`config.mk`:
```
export PLATFORM = sky130hd
export DESIGN_NAME = seconds_to_bcd_calendar_flat
export DESIGN_NICKNAME = d
export VERILOG_FILES = /design/src/hdl/sbc_pkg.sv /design/src/hdl/sbc_ifs.sv /design/src/hdl/seconds_to_bcd_calendar.sv /design/src/flat_wrapper.sv
export SDC_FILE = /design/constraint.sdc
export NUM_CORES = 2
export LEC_CHECK = 0
export BUFFER_PORTS_ARGS = -buffer_cell sky130_fd_sc_hd__buf_2
export CAP_MARGIN = 0
export CORE_MARGIN = 1.5
export CORE_UTILIZATION = 60
export CTS_CLUSTER_DIAMETER = 150
export CTS_CLUSTER_SIZE = 12
export DETAILED_ROUTE_END_ITERATION = 10
export PLACE_DENSITY_LB_ADDON = 0.1
export SYNTH_ARGS = -nofsm -noshare
export SYNTH_HDL_FRONTEND = slang
export SYNTH_SLANG_ARGS = --single-unit
```
`constraint.sdc`:
```
create_clock -name clk -period 14 [get_ports clk]
set_input_delay 1.4 -clock clk [delete_from_list [all_inputs] [get_ports clk]]
set_output_delay 1.4 -clock clk [all_outputs]
set_load 0.1 [all_outputs]
```
`src/hdl/sbc_pkg.sv`:
```
// shared constants and helpers for the seconds to bcd calendar converter
`default_nettype none
package sbc_pkg;

  localparam int SECS_W  = 32;
  localparam int SEC_W   = 7;
  localparam int MIN_W   = 7;
  localparam int HOUR_W  = 6;
  localparam int DAY_W   = 6;
  localparam int MONTH_W = 5;
  localparam int YEAR_W  = 8;

  // first second of 2100-01-01
  localparam logic [31:0] SECS_TO_2100 = 32'd3155760000;

  // reciprocal constants, exact for any 32-bit dividend unless a smaller range is noted
  localparam logic [31:0] MAG_DIV60   = 32'h8888_8889;  // shift 37
  localparam logic [31:0] MAG_DIV24   = 32'hAAAA_AAAB;  // shift 36
  localparam logic [20:0] MAG_DIV1461 = 21'd1469873;    // shift 31, days below 2^16

  localparam logic [10:0] DAYS_4Y = 11'd1461;
  localparam logic [10:0] END_Y0  = 11'd366;
  localparam logic [10:0] END_Y1  = 11'd731;
  localparam logic [10:0] END_Y2  = 11'd1096;

  localparam logic [3:0] MONTH_JAN = 4'd1;
  localparam logic [3:0] MONTH_FEB = 4'd2;
  localparam logic [3:0] MONTH_DEC = 4'd12;

  // day of year at which a month starts
  function automatic logic [8:0] month_start(input logic [3:0] m, input logic leap);
    logic [8:0] base;
    begin
      case (m)
        4'd1:    base = 9'd0;
        4'd2:    base = 9'd31;
        4'd3:    base = 9'd59;
        4'd4:    base = 9'd90;
        4'd5:    base = 9'd120;
        4'd6:    base = 9'd151;
        4'd7:    base = 9'd181;
        4'd8:    base = 9'd212;
        4'd9:    base = 9'd243;
        4'd10:   base = 9'd273;
        4'd11:   base = 9'd304;
        4'd12:   base = 9'd334;
        default: base = 9'd0;
      endcase
      if (leap && (m > MONTH_FEB)) begin
        base = base + 9'd1;
      end
      return base;
    end
  endfunction

  // binary 0..99 to packed bcd
  function automatic logic [7:0] to_bcd(input logic [6:0] v);
    logic [14:0] prod;
    logic [3:0]  tens;
    begin
      prod = 15'(v) * 15'd205;
      tens = prod[14:11];
      return 8'(v) + 8'(tens) * 8'd6;
    end
  endfunction

endpackage
`default_nettype wire

```
`src/hdl/sbc_ifs.sv`:
```
// item channels of the seconds to bcd calendar converter
`default_nettype none
interface sbc_in_if;
  import sbc_pkg::*;

  logic              valid;
  logic              ready;
  logic [SECS_W-1:0] seconds_since_epoch;

  modport source (output valid, output seconds_since_epoch, input ready);
  modport sink   (input valid, input seconds_since_epoch, output ready);
endinterface

interface sbc_out_if;
  import sbc_pkg::*;

  logic               valid;
  logic               ready;
  logic [SEC_W-1:0]   second_bcd;
  logic [MIN_W-1:0]   minute_bcd;
  logic [HOUR_W-1:0]  hour_bcd;
  logic [DAY_W-1:0]   day_bcd;
  logic [MONTH_W-1:0] month_bcd;
  logic [YEAR_W-1:0]  year_bcd;
  logic               out_of_range;

  modport source (output valid, output second_bcd, output minute_bcd, output hour_bcd,
                  output day_bcd, output month_bcd, output year_bcd, output out_of_range,
                  input ready);
  modport sink   (input valid, input second_bcd, input minute_bcd, input hour_bcd,
                  input day_bcd, input month_bcd, input year_bcd, input out_of_range,
                  output ready);
endinterface
`default_nettype wire

```
`src/hdl/seconds_to_bcd_calendar.sv`:
```
// seconds since 2000-01-01 to bcd calendar fields, eight-stage pipeline
//
// Converts a 32-bit count of seconds since 2000-01-01 00:00:00 into packed
// bcd second, minute, hour, day, month and two-digit year. A new item may
// enter every cycle; the pipeline advances as a whole, so it stops only
// while the final result register holds an item that the sink has not
// taken. The stages are: three reciprocal multiplies (by 60, 60, 24), a
// split into four-year groups, year within the group, a month search over a
// constant table, and the day subtraction with bcd conversion. Inputs at or
// beyond 2100-01-01 give out_of_range with all other fields zero.
`default_nettype none
module seconds_to_bcd_calendar (
  input  wire         clk,
  input  wire         rst_n,
  sbc_in_if.sink      in_ch,
  sbc_out_if.source   out_ch
);
  import sbc_pkg::*;

  logic en;

  // stage valids
  logic [7:0] v_r;

  // stage 1
  logic        oor1_r;
  logic [26:0] q1_r;
  logic [5:0]  t1lo_r;
  logic [63:0] p1;

  // stage 2
  logic        oor2_r;
  logic [21:0] q2_r;
  logic [5:0]  q1lo_r;
  logic [5:0]  ss2_r;
  logic [63:0] p2;

  // stage 3
  logic        oor3_r;
  logic [17:0] days3_r;
  logic [4:0]  q2lo_r;
  logic [5:0]  ss3_r, mm3_r;
  logic [63:0] p3;

  // stage 4
  logic        oor4_r;
  logic [4:0]  g4_r;
  logic [15:0] days4_r;
  logic [5:0]  ss4_r, mm4_r;
  logic [4:0]  hh4_r;
  logic [36:0] p4;

  // stage 5
  logic        oor5_r;
  logic [4:0]  g5_r;
  logic [10:0] r5_r;
  logic [5:0]  ss5_r, mm5_r;
  logic [4:0]  hh5_r;
  logic [15:0] gm5;

  // stage 6
  logic        oor6_r, leap6_r;
  logic [6:0]  year6_r;
  logic [8:0]  doy6_r;
  logic [5:0]  ss6_r, mm6_r;
  logic [4:0]  hh6_r;
  logic [1:0]  yoff_nxt;
  logic [10:0] doy6_nxt;

  // stage 7
  logic        oor7_r, leap7_r;
  logic [6:0]  year7_r;
  logic [8:0]  doy7_r;
  logic [3:0]  month7_r;
  logic [5:0]  ss7_r, mm7_r;
  logic [4:0]  hh7_r;
  logic [3:0]  month_nxt;

  // stage 8, output register
  logic [SEC_W-1:0]   sec_r;
  logic [MIN_W-1:0]   min_r;
  logic [HOUR_W-1:0]  hour_r;
  logic [DAY_W-1:0]   day_r;
  logic [MONTH_W-1:0] month_r;
  logic [YEAR_W-1:0]  year_r;
  logic               oor_r;
  logic [4:0]         day_nxt;

  assign en          = !v_r[7] || out_ch.ready;
  assign in_ch.ready = en;

  always_ff @(posedge clk) begin
    if (!rst_n) begin
      v_r <= '0;
    end else if (en) begin
      v_r <= {v_r[6:0], in_ch.valid};
    end
  end

  assign p1 = 64'(in_ch.seconds_since_epoch) * 64'(MAG_DIV60);
  assign p2 = 64'(q1_r) * 64'(MAG_DIV60);
  assign p3 = 64'(q2_r) * 64'(MAG_DIV24);
  assign p4 = 37'(days3_r[15:0]) * 37'(MAG_DIV1461);
  assign gm5 = 16'(g4_r) * 16'(DAYS_4Y);

  always_comb begin
    if (r5_r < END_Y0) begin
      yoff_nxt = 2'd0;
      doy6_nxt = r5_r;
    end else if (r5_r < END_Y1) begin
      yoff_nxt = 2'd1;
      doy6_nxt = r5_r - END_Y0;
    end else if (r5_r < END_Y2) begin
      yoff_nxt = 2'd2;
      doy6_nxt = r5_r - END_Y1;
    end else begin
      yoff_nxt = 2'd3;
      doy6_nxt = r5_r - END_Y2;
    end
  end

  // month = 1 + number of later month starts already reached
  always_comb begin
    month_nxt = MONTH_JAN;
    for (int i = 2; i <= 12; i++) begin
      if (doy6_r >= month_start(4'(i), leap6_r)) begin
        month_nxt = month_nxt + 4'd1;
      end
    end
  end

  assign day_nxt = 5'(doy7_r - month_start(month7_r, leap7_r)) + 5'd1;

  always_ff @(posedge clk) begin
    if (en) begin
      oor1_r  <= in_ch.seconds_since_epoch >= SECS_TO_2100;
      q1_r    <= p1[63:37];
      t1lo_r  <= in_ch.seconds_since_epoch[5:0];

      oor2_r  <= oor1_r;
      q2_r    <= p2[58:37];
      q1lo_r  <= q1_r[5:0];
      ss2_r   <= 6'(t1lo_r - 6'(q1_r[5:0] * 6'd60));

      oor3_r  <= oor2_r;
      days3_r <= p3[53:36];
      q2lo_r  <= q2_r[4:0];
      ss3_r   <= ss2_r;
      mm3_r   <= 6'(q1lo_r - 6'(q2_r[5:0] * 6'd60));

      oor4_r  <= oor3_r;
      g4_r    <= p4[35:31];
      days4_r <= days3_r[15:0];
      ss4_r   <= ss3_r;
      mm4_r   <= mm3_r;
      hh4_r   <= 5'(q2lo_r - 5'(days3_r[4:0] * 5'd24));

      oor5_r  <= oor4_r;
      g5_r    <= g4_r;
      r5_r    <= 11'(days4_r - gm5);
      ss5_r   <= ss4_r;
      mm5_r   <= mm4_r;
      hh5_r   <= hh4_r;

      oor6_r  <= oor5_r;
      leap6_r <= yoff_nxt == 2'd0;
      year6_r <= {g5_r, yoff_nxt};
      doy6_r  <= doy6_nxt[8:0];
      ss6_r   <= ss5_r;
      mm6_r   <= mm5_r;
      hh6_r   <= hh5_r;

      oor7_r   <= oor6_r;
      leap7_r  <= leap6_r;
      year7_r  <= year6_r;
      doy7_r   <= doy6_r;
      month7_r <= month_nxt;
      ss7_r    <= ss6_r;
      mm7_r    <= mm6_r;
      hh7_r    <= hh6_r;

      oor_r <= oor7_r;
      if (oor7_r) begin
        sec_r   <= '0;
        min_r   <= '0;
        hour_r  <= '0;
        day_r   <= '0;
        month_r <= '0;
        year_r  <= '0;
      end else begin
        sec_r   <= SEC_W'(to_bcd(7'(ss7_r)));
        min_r   <= MIN_W'(to_bcd(7'(mm7_r)));
        hour_r  <= HOUR_W'(to_bcd(7'(hh7_r)));
        day_r   <= DAY_W'(to_bcd(7'(day_nxt)));
        month_r <= MONTH_W'(to_bcd(7'(month7_r)));
        year_r  <= to_bcd(year7_r);
      end
    end
  end

  assign out_ch.valid        = v_r[7];
  assign out_ch.second_bcd   = sec_r;
  assign out_ch.minute_bcd   = min_r;
  assign out_ch.hour_bcd     = hour_r;
  assign out_ch.day_bcd      = day_r;
  assign out_ch.month_bcd    = month_r;
  assign out_ch.year_bcd     = year_r;
  assign out_ch.out_of_range = oor_r;

  // out of range result carries zero fields
  a_oor_zero: assert property (@(posedge clk) disable iff (!rst_n)
    (out_ch.valid && out_ch.out_of_range) |->
      (out_ch.second_bcd == '0 && out_ch.minute_bcd == '0 && out_ch.hour_bcd == '0 &&
       out_ch.day_bcd == '0 && out_ch.month_bcd == '0 && out_ch.year_bcd == '0))
    else $error("out of range result with nonzero fields");

  // in-range result has a real day and month
  a_day_month: assert property (@(posedge clk) disable iff (!rst_n)
    (out_ch.valid && !out_ch.out_of_range) |->
      (out_ch.day_bcd != '0 && out_ch.month_bcd != '0 && out_ch.month_bcd <= 5'h12))
    else $error("day or month out of range");

  // a stall freezes every stage valid
  a_stall_hold: assert property (@(posedge clk) disable iff (!rst_n)
    !en |=> $stable(v_r))
    else $error("pipeline moved during stall");

  // a result waiting on the sink holds still
  a_out_hold: assert property (@(posedge clk) disable iff (!rst_n)
    (out_ch.valid && !out_ch.ready) |=>
      (out_ch.valid && $stable(out_ch.second_bcd) && $stable(out_ch.minute_bcd) &&
       $stable(out_ch.hour_bcd) && $stable(out_ch.day_bcd) &&
       $stable(out_ch.month_bcd) && $stable(out_ch.year_bcd) &&
       $stable(out_ch.out_of_range)))
    else $error("result changed while waiting");

  // hours below 24
  a_hour: assert property (@(posedge clk) disable iff (!rst_n)
    (out_ch.valid && !out_ch.out_of_range) |-> (out_ch.hour_bcd <= 6'h23))
    else $error("hour out of range");

endmodule
`default_nettype wire
```
`src/flat_wrapper.sv`:
```
// flat-port wrapper written by rule: the top's interface ports become plain ports
module seconds_to_bcd_calendar_flat import sbc_pkg::*;
  (clk, rst_n, in_ch_valid, in_ch_seconds_since_epoch, in_ch_ready, out_ch_valid, out_ch_second_bcd, out_ch_minute_bcd, out_ch_hour_bcd, out_ch_day_bcd, out_ch_month_bcd, out_ch_year_bcd, out_ch_out_of_range, out_ch_ready);
  sbc_in_if in_ch_i ();
  sbc_out_if out_ch_i ();
  input  wire clk;
  input  wire rst_n;
  input wire logic [$bits(in_ch_i.valid)-1:0] in_ch_valid;
  input wire logic [$bits(in_ch_i.seconds_since_epoch)-1:0] in_ch_seconds_since_epoch;
  output wire logic [$bits(in_ch_i.ready)-1:0] in_ch_ready;
  output wire logic [$bits(out_ch_i.valid)-1:0] out_ch_valid;
  output wire logic [$bits(out_ch_i.second_bcd)-1:0] out_ch_second_bcd;
  output wire logic [$bits(out_ch_i.minute_bcd)-1:0] out_ch_minute_bcd;
  output wire logic [$bits(out_ch_i.hour_bcd)-1:0] out_ch_hour_bcd;
  output wire logic [$bits(out_ch_i.day_bcd)-1:0] out_ch_day_bcd;
  output wire logic [$bits(out_ch_i.month_bcd)-1:0] out_ch_month_bcd;
  output wire logic [$bits(out_ch_i.year_bcd)-1:0] out_ch_year_bcd;
  output wire logic [$bits(out_ch_i.out_of_range)-1:0] out_ch_out_of_range;
  input wire logic [$bits(out_ch_i.ready)-1:0] out_ch_ready;
  assign in_ch_i.valid = in_ch_valid;
  assign in_ch_i.seconds_since_epoch = in_ch_seconds_since_epoch;
  assign in_ch_ready = in_ch_i.ready;
  assign out_ch_valid = out_ch_i.valid;
  assign out_ch_second_bcd = out_ch_i.second_bcd;
  assign out_ch_minute_bcd = out_ch_i.minute_bcd;
  assign out_ch_hour_bcd = out_ch_i.hour_bcd;
  assign out_ch_day_bcd = out_ch_i.day_bcd;
  assign out_ch_month_bcd = out_ch_i.month_bcd;
  assign out_ch_year_bcd = out_ch_i.year_bcd;
  assign out_ch_out_of_range = out_ch_i.out_of_range;
  assign out_ch_i.ready = out_ch_ready;
  seconds_to_bcd_calendar u_core (.clk(clk), .rst_n(rst_n), .in_ch(in_ch_i), .out_ch(out_ch_i));
endmodule
```
* Word-level counts from Yosys, hierarchy flattened
Memory sizes are Yosys's and may differ from the RTL's. A register that Yosys moved wholly into a read port is not among the register bits.
Index checks and enable logic that the tools add are counted.
** Word-level totals
- Memory bits (read-only) :: 144
- Word-level logic and storage cells :: 143
- Memories kept :: 1
- Output and inout port bits :: 42
- Input bits :: 36
- Register bits after elaboration :: 289
** Operators by class
- Multiplexer cells :: 29
- Add/sub/neg operators :: 26
- Reduce and logical (&&, ||, !) cells :: 4
- Multipliers :: 20
- Magnitude comparators :: 16
** Memories
- (no name shown) :: depth 16, width 9, read ports 1, clocked after Yosys merged registers in 1, wr ports 0, RTL line sbc_pkg.sv:34 : case (m)
** Operators by type and width (count)
- $mul 32x32->64 const B :: 1
- $mul 27x32->59 const B :: 1
- $mul 22x32->52 const B :: 1
- $mux 4 :: 12
- $add 4x1->4 const B :: 9
- $ge 9x8->1 :: 4
- $mul 16x21->36 const B :: 1
- $ge 32x32->1 const B :: 1
- $mul 6x8->14 const B :: 2
- $ge 9x9->1 :: 3
- $mux 9 :: 3
- $mul 5x8->13 const B :: 2
- $ge 9x7->1 :: 2
- $mul 7x8->15 const B :: 1
- $add 6x6->7 :: 2
- $add 5x5->6 :: 2
- $mul 4x8->12 const B :: 1
- $mul 6x4->4 const B :: 2
- $sub 6x6->6 :: 2
- $lt 11x10->1 const B :: 1
- $lt 11x11->1 const B :: 1
- $lt 11x9->1 const B :: 1
- $mul 5x11->11 const B :: 1
- $sub 11x11->11 :: 1
- 24 further kinds :: 38

* Logic depth before layout (Yosys ltp)
- Depth in word-level cells :: 23
- Mapped depth :: 33
- Mapped depth without buffers :: 33

* Worst setup path before layout
OpenSTA, ideal clock, no wires.
- Kind :: input -> register
- From :: input port out_ch_ready
- To :: register (tool-made name)
- Cell stages on the path :: 6
- Buffers on the path :: 1
- Required time :: 13.859 ns
- Arrival time :: 11.540 ns
- Setup time :: 0.141 ns
- Setup slack :: 2.320 ns
- Cell sequence :: nor2b_1 inv_1 clkbuf_1 o21ai_0 o211ai_1 o211ai_1
** RTL lines
- from (decl) :: RTL line flat_wrapper.sv:19 : input wire logic [$bits(out_ch_i.ready)-1:0] out_ch_ready;

* Worst setup path after layout
- From :: input port in_ch_seconds_since_epoch[1]
- To :: register u_core.q1_r[25], data pin
** On the way
- Word-level cells in the longest chain between the ends :: 1
** Ends and longest elaborated chain
- from (decl) :: RTL line flat_wrapper.sv:9 : input wire logic [$bits(in_ch_i.seconds_since_epoch)-1:0] in_ch_seconds_since_epoch;
- $mul 32x32->64 :: RTL line seconds_to_bcd_calendar.sv:100 : assign p1 = 64'(in_ch.seconds_since_epoch) * 64'(MAG_DIV60);
- net u_core.p1[62] :: RTL line seconds_to_bcd_calendar.sv:29 : logic [63:0] p1;
- to (signal assigned) :: RTL line seconds_to_bcd_calendar.sv:137 : q1_r <= p1[63:37];
- to (decl) :: RTL line seconds_to_bcd_calendar.sv:27 : logic [26:0] q1_r;
The timed path passes the listed nets, and every way through them passes these cells.
A chain may end at the register's enable or synchronous reset.

==> results.ini <==
[critical_path]
crit_type = input pin to flop
slowest_delay_ns = 0.61
timing.critical_path.depth = 24
crit_family = adder cells
crit_path_max_fanout = 7
path_cells = buf_2 -> ha_1 -> fa_1 -> inv_1 -> fa_1 -> fa_1 -> inv_1 -> fa_1 -> inv_1 -> fa_1 -> fa_1 -> inv_1 -> ha_1 -> nand2_1 -> o21ai_0 -> o21ai_0 -> nand4_1 -> a21oi_1 -> nor3_1 -> o2111ai_1 -> o2111ai_1 -> o31ai_1 -> a21oi_1 -> xor2_1
reg2reg_depth = 22
crit_buf_inv = 5
slowest_stage = fa_1
critPathLaunchType = input pin
required_ns = 14.32
critPathArrivalTime_ns = 8.18
cp_common_cell = fa_1
endpoint_kind = flop

[routing]
drc = 0
drtPass1Iterations = 5
via_count = 27000
wirelength_um = 84800
drtIter0Drc = 1168
ant_nets = 0
wl_per_cell_um = 16.9
viasPerCell = 5.36

[floorplanning]
die_w_um = 273
start_util = 0.608
dieArea_sq_mm = 0.0743
std_cell_rows = 98
pin_count = 78
fp.dieH_um = 273
core_area_sq_mm = 0.0717

[sta]
clock_skew_ns = 0.0408
fin_tns_setup_ns = 0
finalMaxSlewViolations = 0
setup_violations = 0
post-route-min-period_ns = 7.85
hold_viol_final = 0
fmax_mhz = 127
tightest_slew_ns = 0.964
min_period_over_period = 0.561
slew_headroom = 0.357
rsz0062_at_grt = false

[logic_synthesis]
synthTopCellsByArea = ha_1 (29%), fa_1 (26%), edfxtp_1 (19%), inv_1 (8.8%), xnor2_1 (2.3%)
synth_cell_type_count = 91
yosysSeqAreaShare = 0.199
async_flop_share = 0
syn_inst = 3972
yosys_warnings = 0
ys_ff_latch = 294
synth_fp_nets = 5595
ys_dominant_reg_cell = edfxtp_1
yosysTopAreaCell = ha_1
syn_area_per_cell_sq_um = 11.0
synth-edff-count = 281
syn_area_sq_mm = 0.0436
synth_top_area_share = 0.295

[outcome]
status = completed

[finish]
final_core_util = 0.641
final_cell_mix = ha_1 (1027), inv_1 (1019), fa_1 (560)
final_common_cell = ha_1
num-nets-final = 5691
diodes = 0
drive_gt1_frac = 0.0397
syn_to_final_growth_pct = 5.36

[clock_tree]
clk_latency_ns = 0.59
cts_tree = done
postCtsSetupRepairBufs = 0
cts_root_buf = clkbuf_16
cts-resized-gates = 0
clkSlewWorstSetupHoldPaths_ns = 0.08
clock_path_buffers = 3
cts_max_level = 1
cts_made_buffers = 28
cts_hold_buf = 0
clkSinkCount = 294

[global_routing]
antenna_found_initial = 0
grt_pass1_wl_um = 143000
gr-total-overflow = 0
grt_max_degree = 80
grt_pass1_vias = 28600
grt_use_total = 0.240

[placed_design]
gp_congestion = 0.922
dp_hpwl_um = 73900
io_buffers = 77

[hold_path]
hp-class = flop to flop
hold_depth = 0

[flow_run]
cap_violations = 0

==> sequential cells by signal (all words and copies together), names as in the netlist, 7 cells and up, named ones only <==
register	count
u_core.days3_r	16
u_core.days4_r	11
u_core.doy6_r	9
u_core.out_ch.minute_bcd	7
u_core.out_ch.second_bcd	7
u_core.out_ch.year_bcd	8
u_core.q1_r	27
u_core.q2_r	22
u_core.r5_r	11
u_core.v_r	8
u_core.year6_r	7
u_core.year7_r	7
==> cells in the mapped netlist, types with 9 or more instances <==
library cell  number
mux2i_1           10
nor2_1            95
nand2b_1          13
xor2_1            50
xnor2_1          114
dfxtp_1           13
nor3_1            31
and3_1            12
a211oi_1          14
nand3_1           28
a21o_1            86
o21a_1            19
edfxtp_1         281
nand4_1           26
o21bai_1          18
fa_1             560
a21oi_1          134
o211ai_1           9
ha_1            1027
and2_1            15
clkbuf_1          10
or2_2             12
o21ai_0           68
nand2_1           86
a31oi_1           12
a21boi_0          15
inv_1           1020
nor2b_1           35
==> per-stage QoR <==
step | instances | setup slack (ns) | cell area (sq um) | hold WS [ns]
2_1_floorplan | 3972 | 2.32 | 43600 | 0.400
3_3_place_gp | 4988 | 5.69 | 45200 | 0.401
3_5_place_dp | 4988 | 5.66 | 45200 | 0.405
4_1_cts | 5032 | 6.22 | 46000 | 0.371
5_1_grt | 5032 | 5.74 | 46000 | 0.398
6_report | 5032 | 6.15 | 46000 | 0.387
==> cell type report <==
| type | count | area (sq um) |
|---|---|---|
| fill | 5832 | 25800 |
| inverter | 1021 | 3840 |
| sequential | 294 | 8700 |
| tap | 950 | 1190 |
| clock inverter | 2 | 38.8 |
| timing repair buffer | 83 | 430 |
| multi-input combinational | 2640 | 31000 |
| clock buffer | 42 | 753 |
==> layer usage <==
layer  global-route usage  vias to the layer above  share of wire
met4               0.0595                        0          0.027
met1                0.333                    13100           0.46
li1                     -                    13300              -
met3               0.0261                      114          0.036
met5                    0                        -              0
met2                0.406                      420           0.48
==> logic make-up after synthesis <==
| family | count (synthesis) | synth area share |
|---|---|---|
| DFF | 294 | 0.199 |
| AOI/OAI and AO/OA | 481 | 0.0746 |
| muxes | 17 | 0.00427 |
| and+or+nand+nor | 383 | 0.0443 |
| adders and majority gates | 1588 | 0.552 |
| buffers and inverters | 1038 | 0.0896 |
| xor gates and xnor gates | 171 | 0.0361 |
==> path summary, 6_finish.rpt <==
path / to / startpoint / slack, ns
setup / recovery: u_core.q1_r[25]$_DFFE_PN_ / in_ch_seconds_since_epoch[1] / 6.15
hold / removal: u_core.mm7_r[0]$_DFFE_PN_ / u_core.mm6_r[0]$_DFFE_PN_ / 0.39
setup reg to reg: u_core.days3_r[15]$_DFFE_PN_ / u_core.q2_r[18]$_DFFE_PN_ / 6.31
hold reg to reg: u_core.mm7_r[0]$_DFFE_PN_ / u_core.mm6_r[0]$_DFFE_PN_ / 0.39
==> worst register-to-register path, stage by stage (launching register included) <==
cell and delay [ns]:
edfxtp_1 0.45, ha_1 0.33, inv_1 0.07, fa_1 0.47, inv_1 0.09, fa_1 0.60
inv_1 0.13, fa_1 0.74, inv_1 0.20, fa_1 0.46, fa_1 0.52, fa_1 0.42
ha_1 0.32, a21o_1 0.17, a211o_1 0.31, a221oi_1 0.21, a22oi_1 0.19, a211oi_1 0.34
o21ai_0 0.28, a211oi_1 0.41, o21ai_0 0.27, o41ai_1 0.37, xnor2_1 0.10
Power is left out: the tool's default activity adds up to more than one toggle a clock period on the data nets, which glitch-free logic cannot reach.
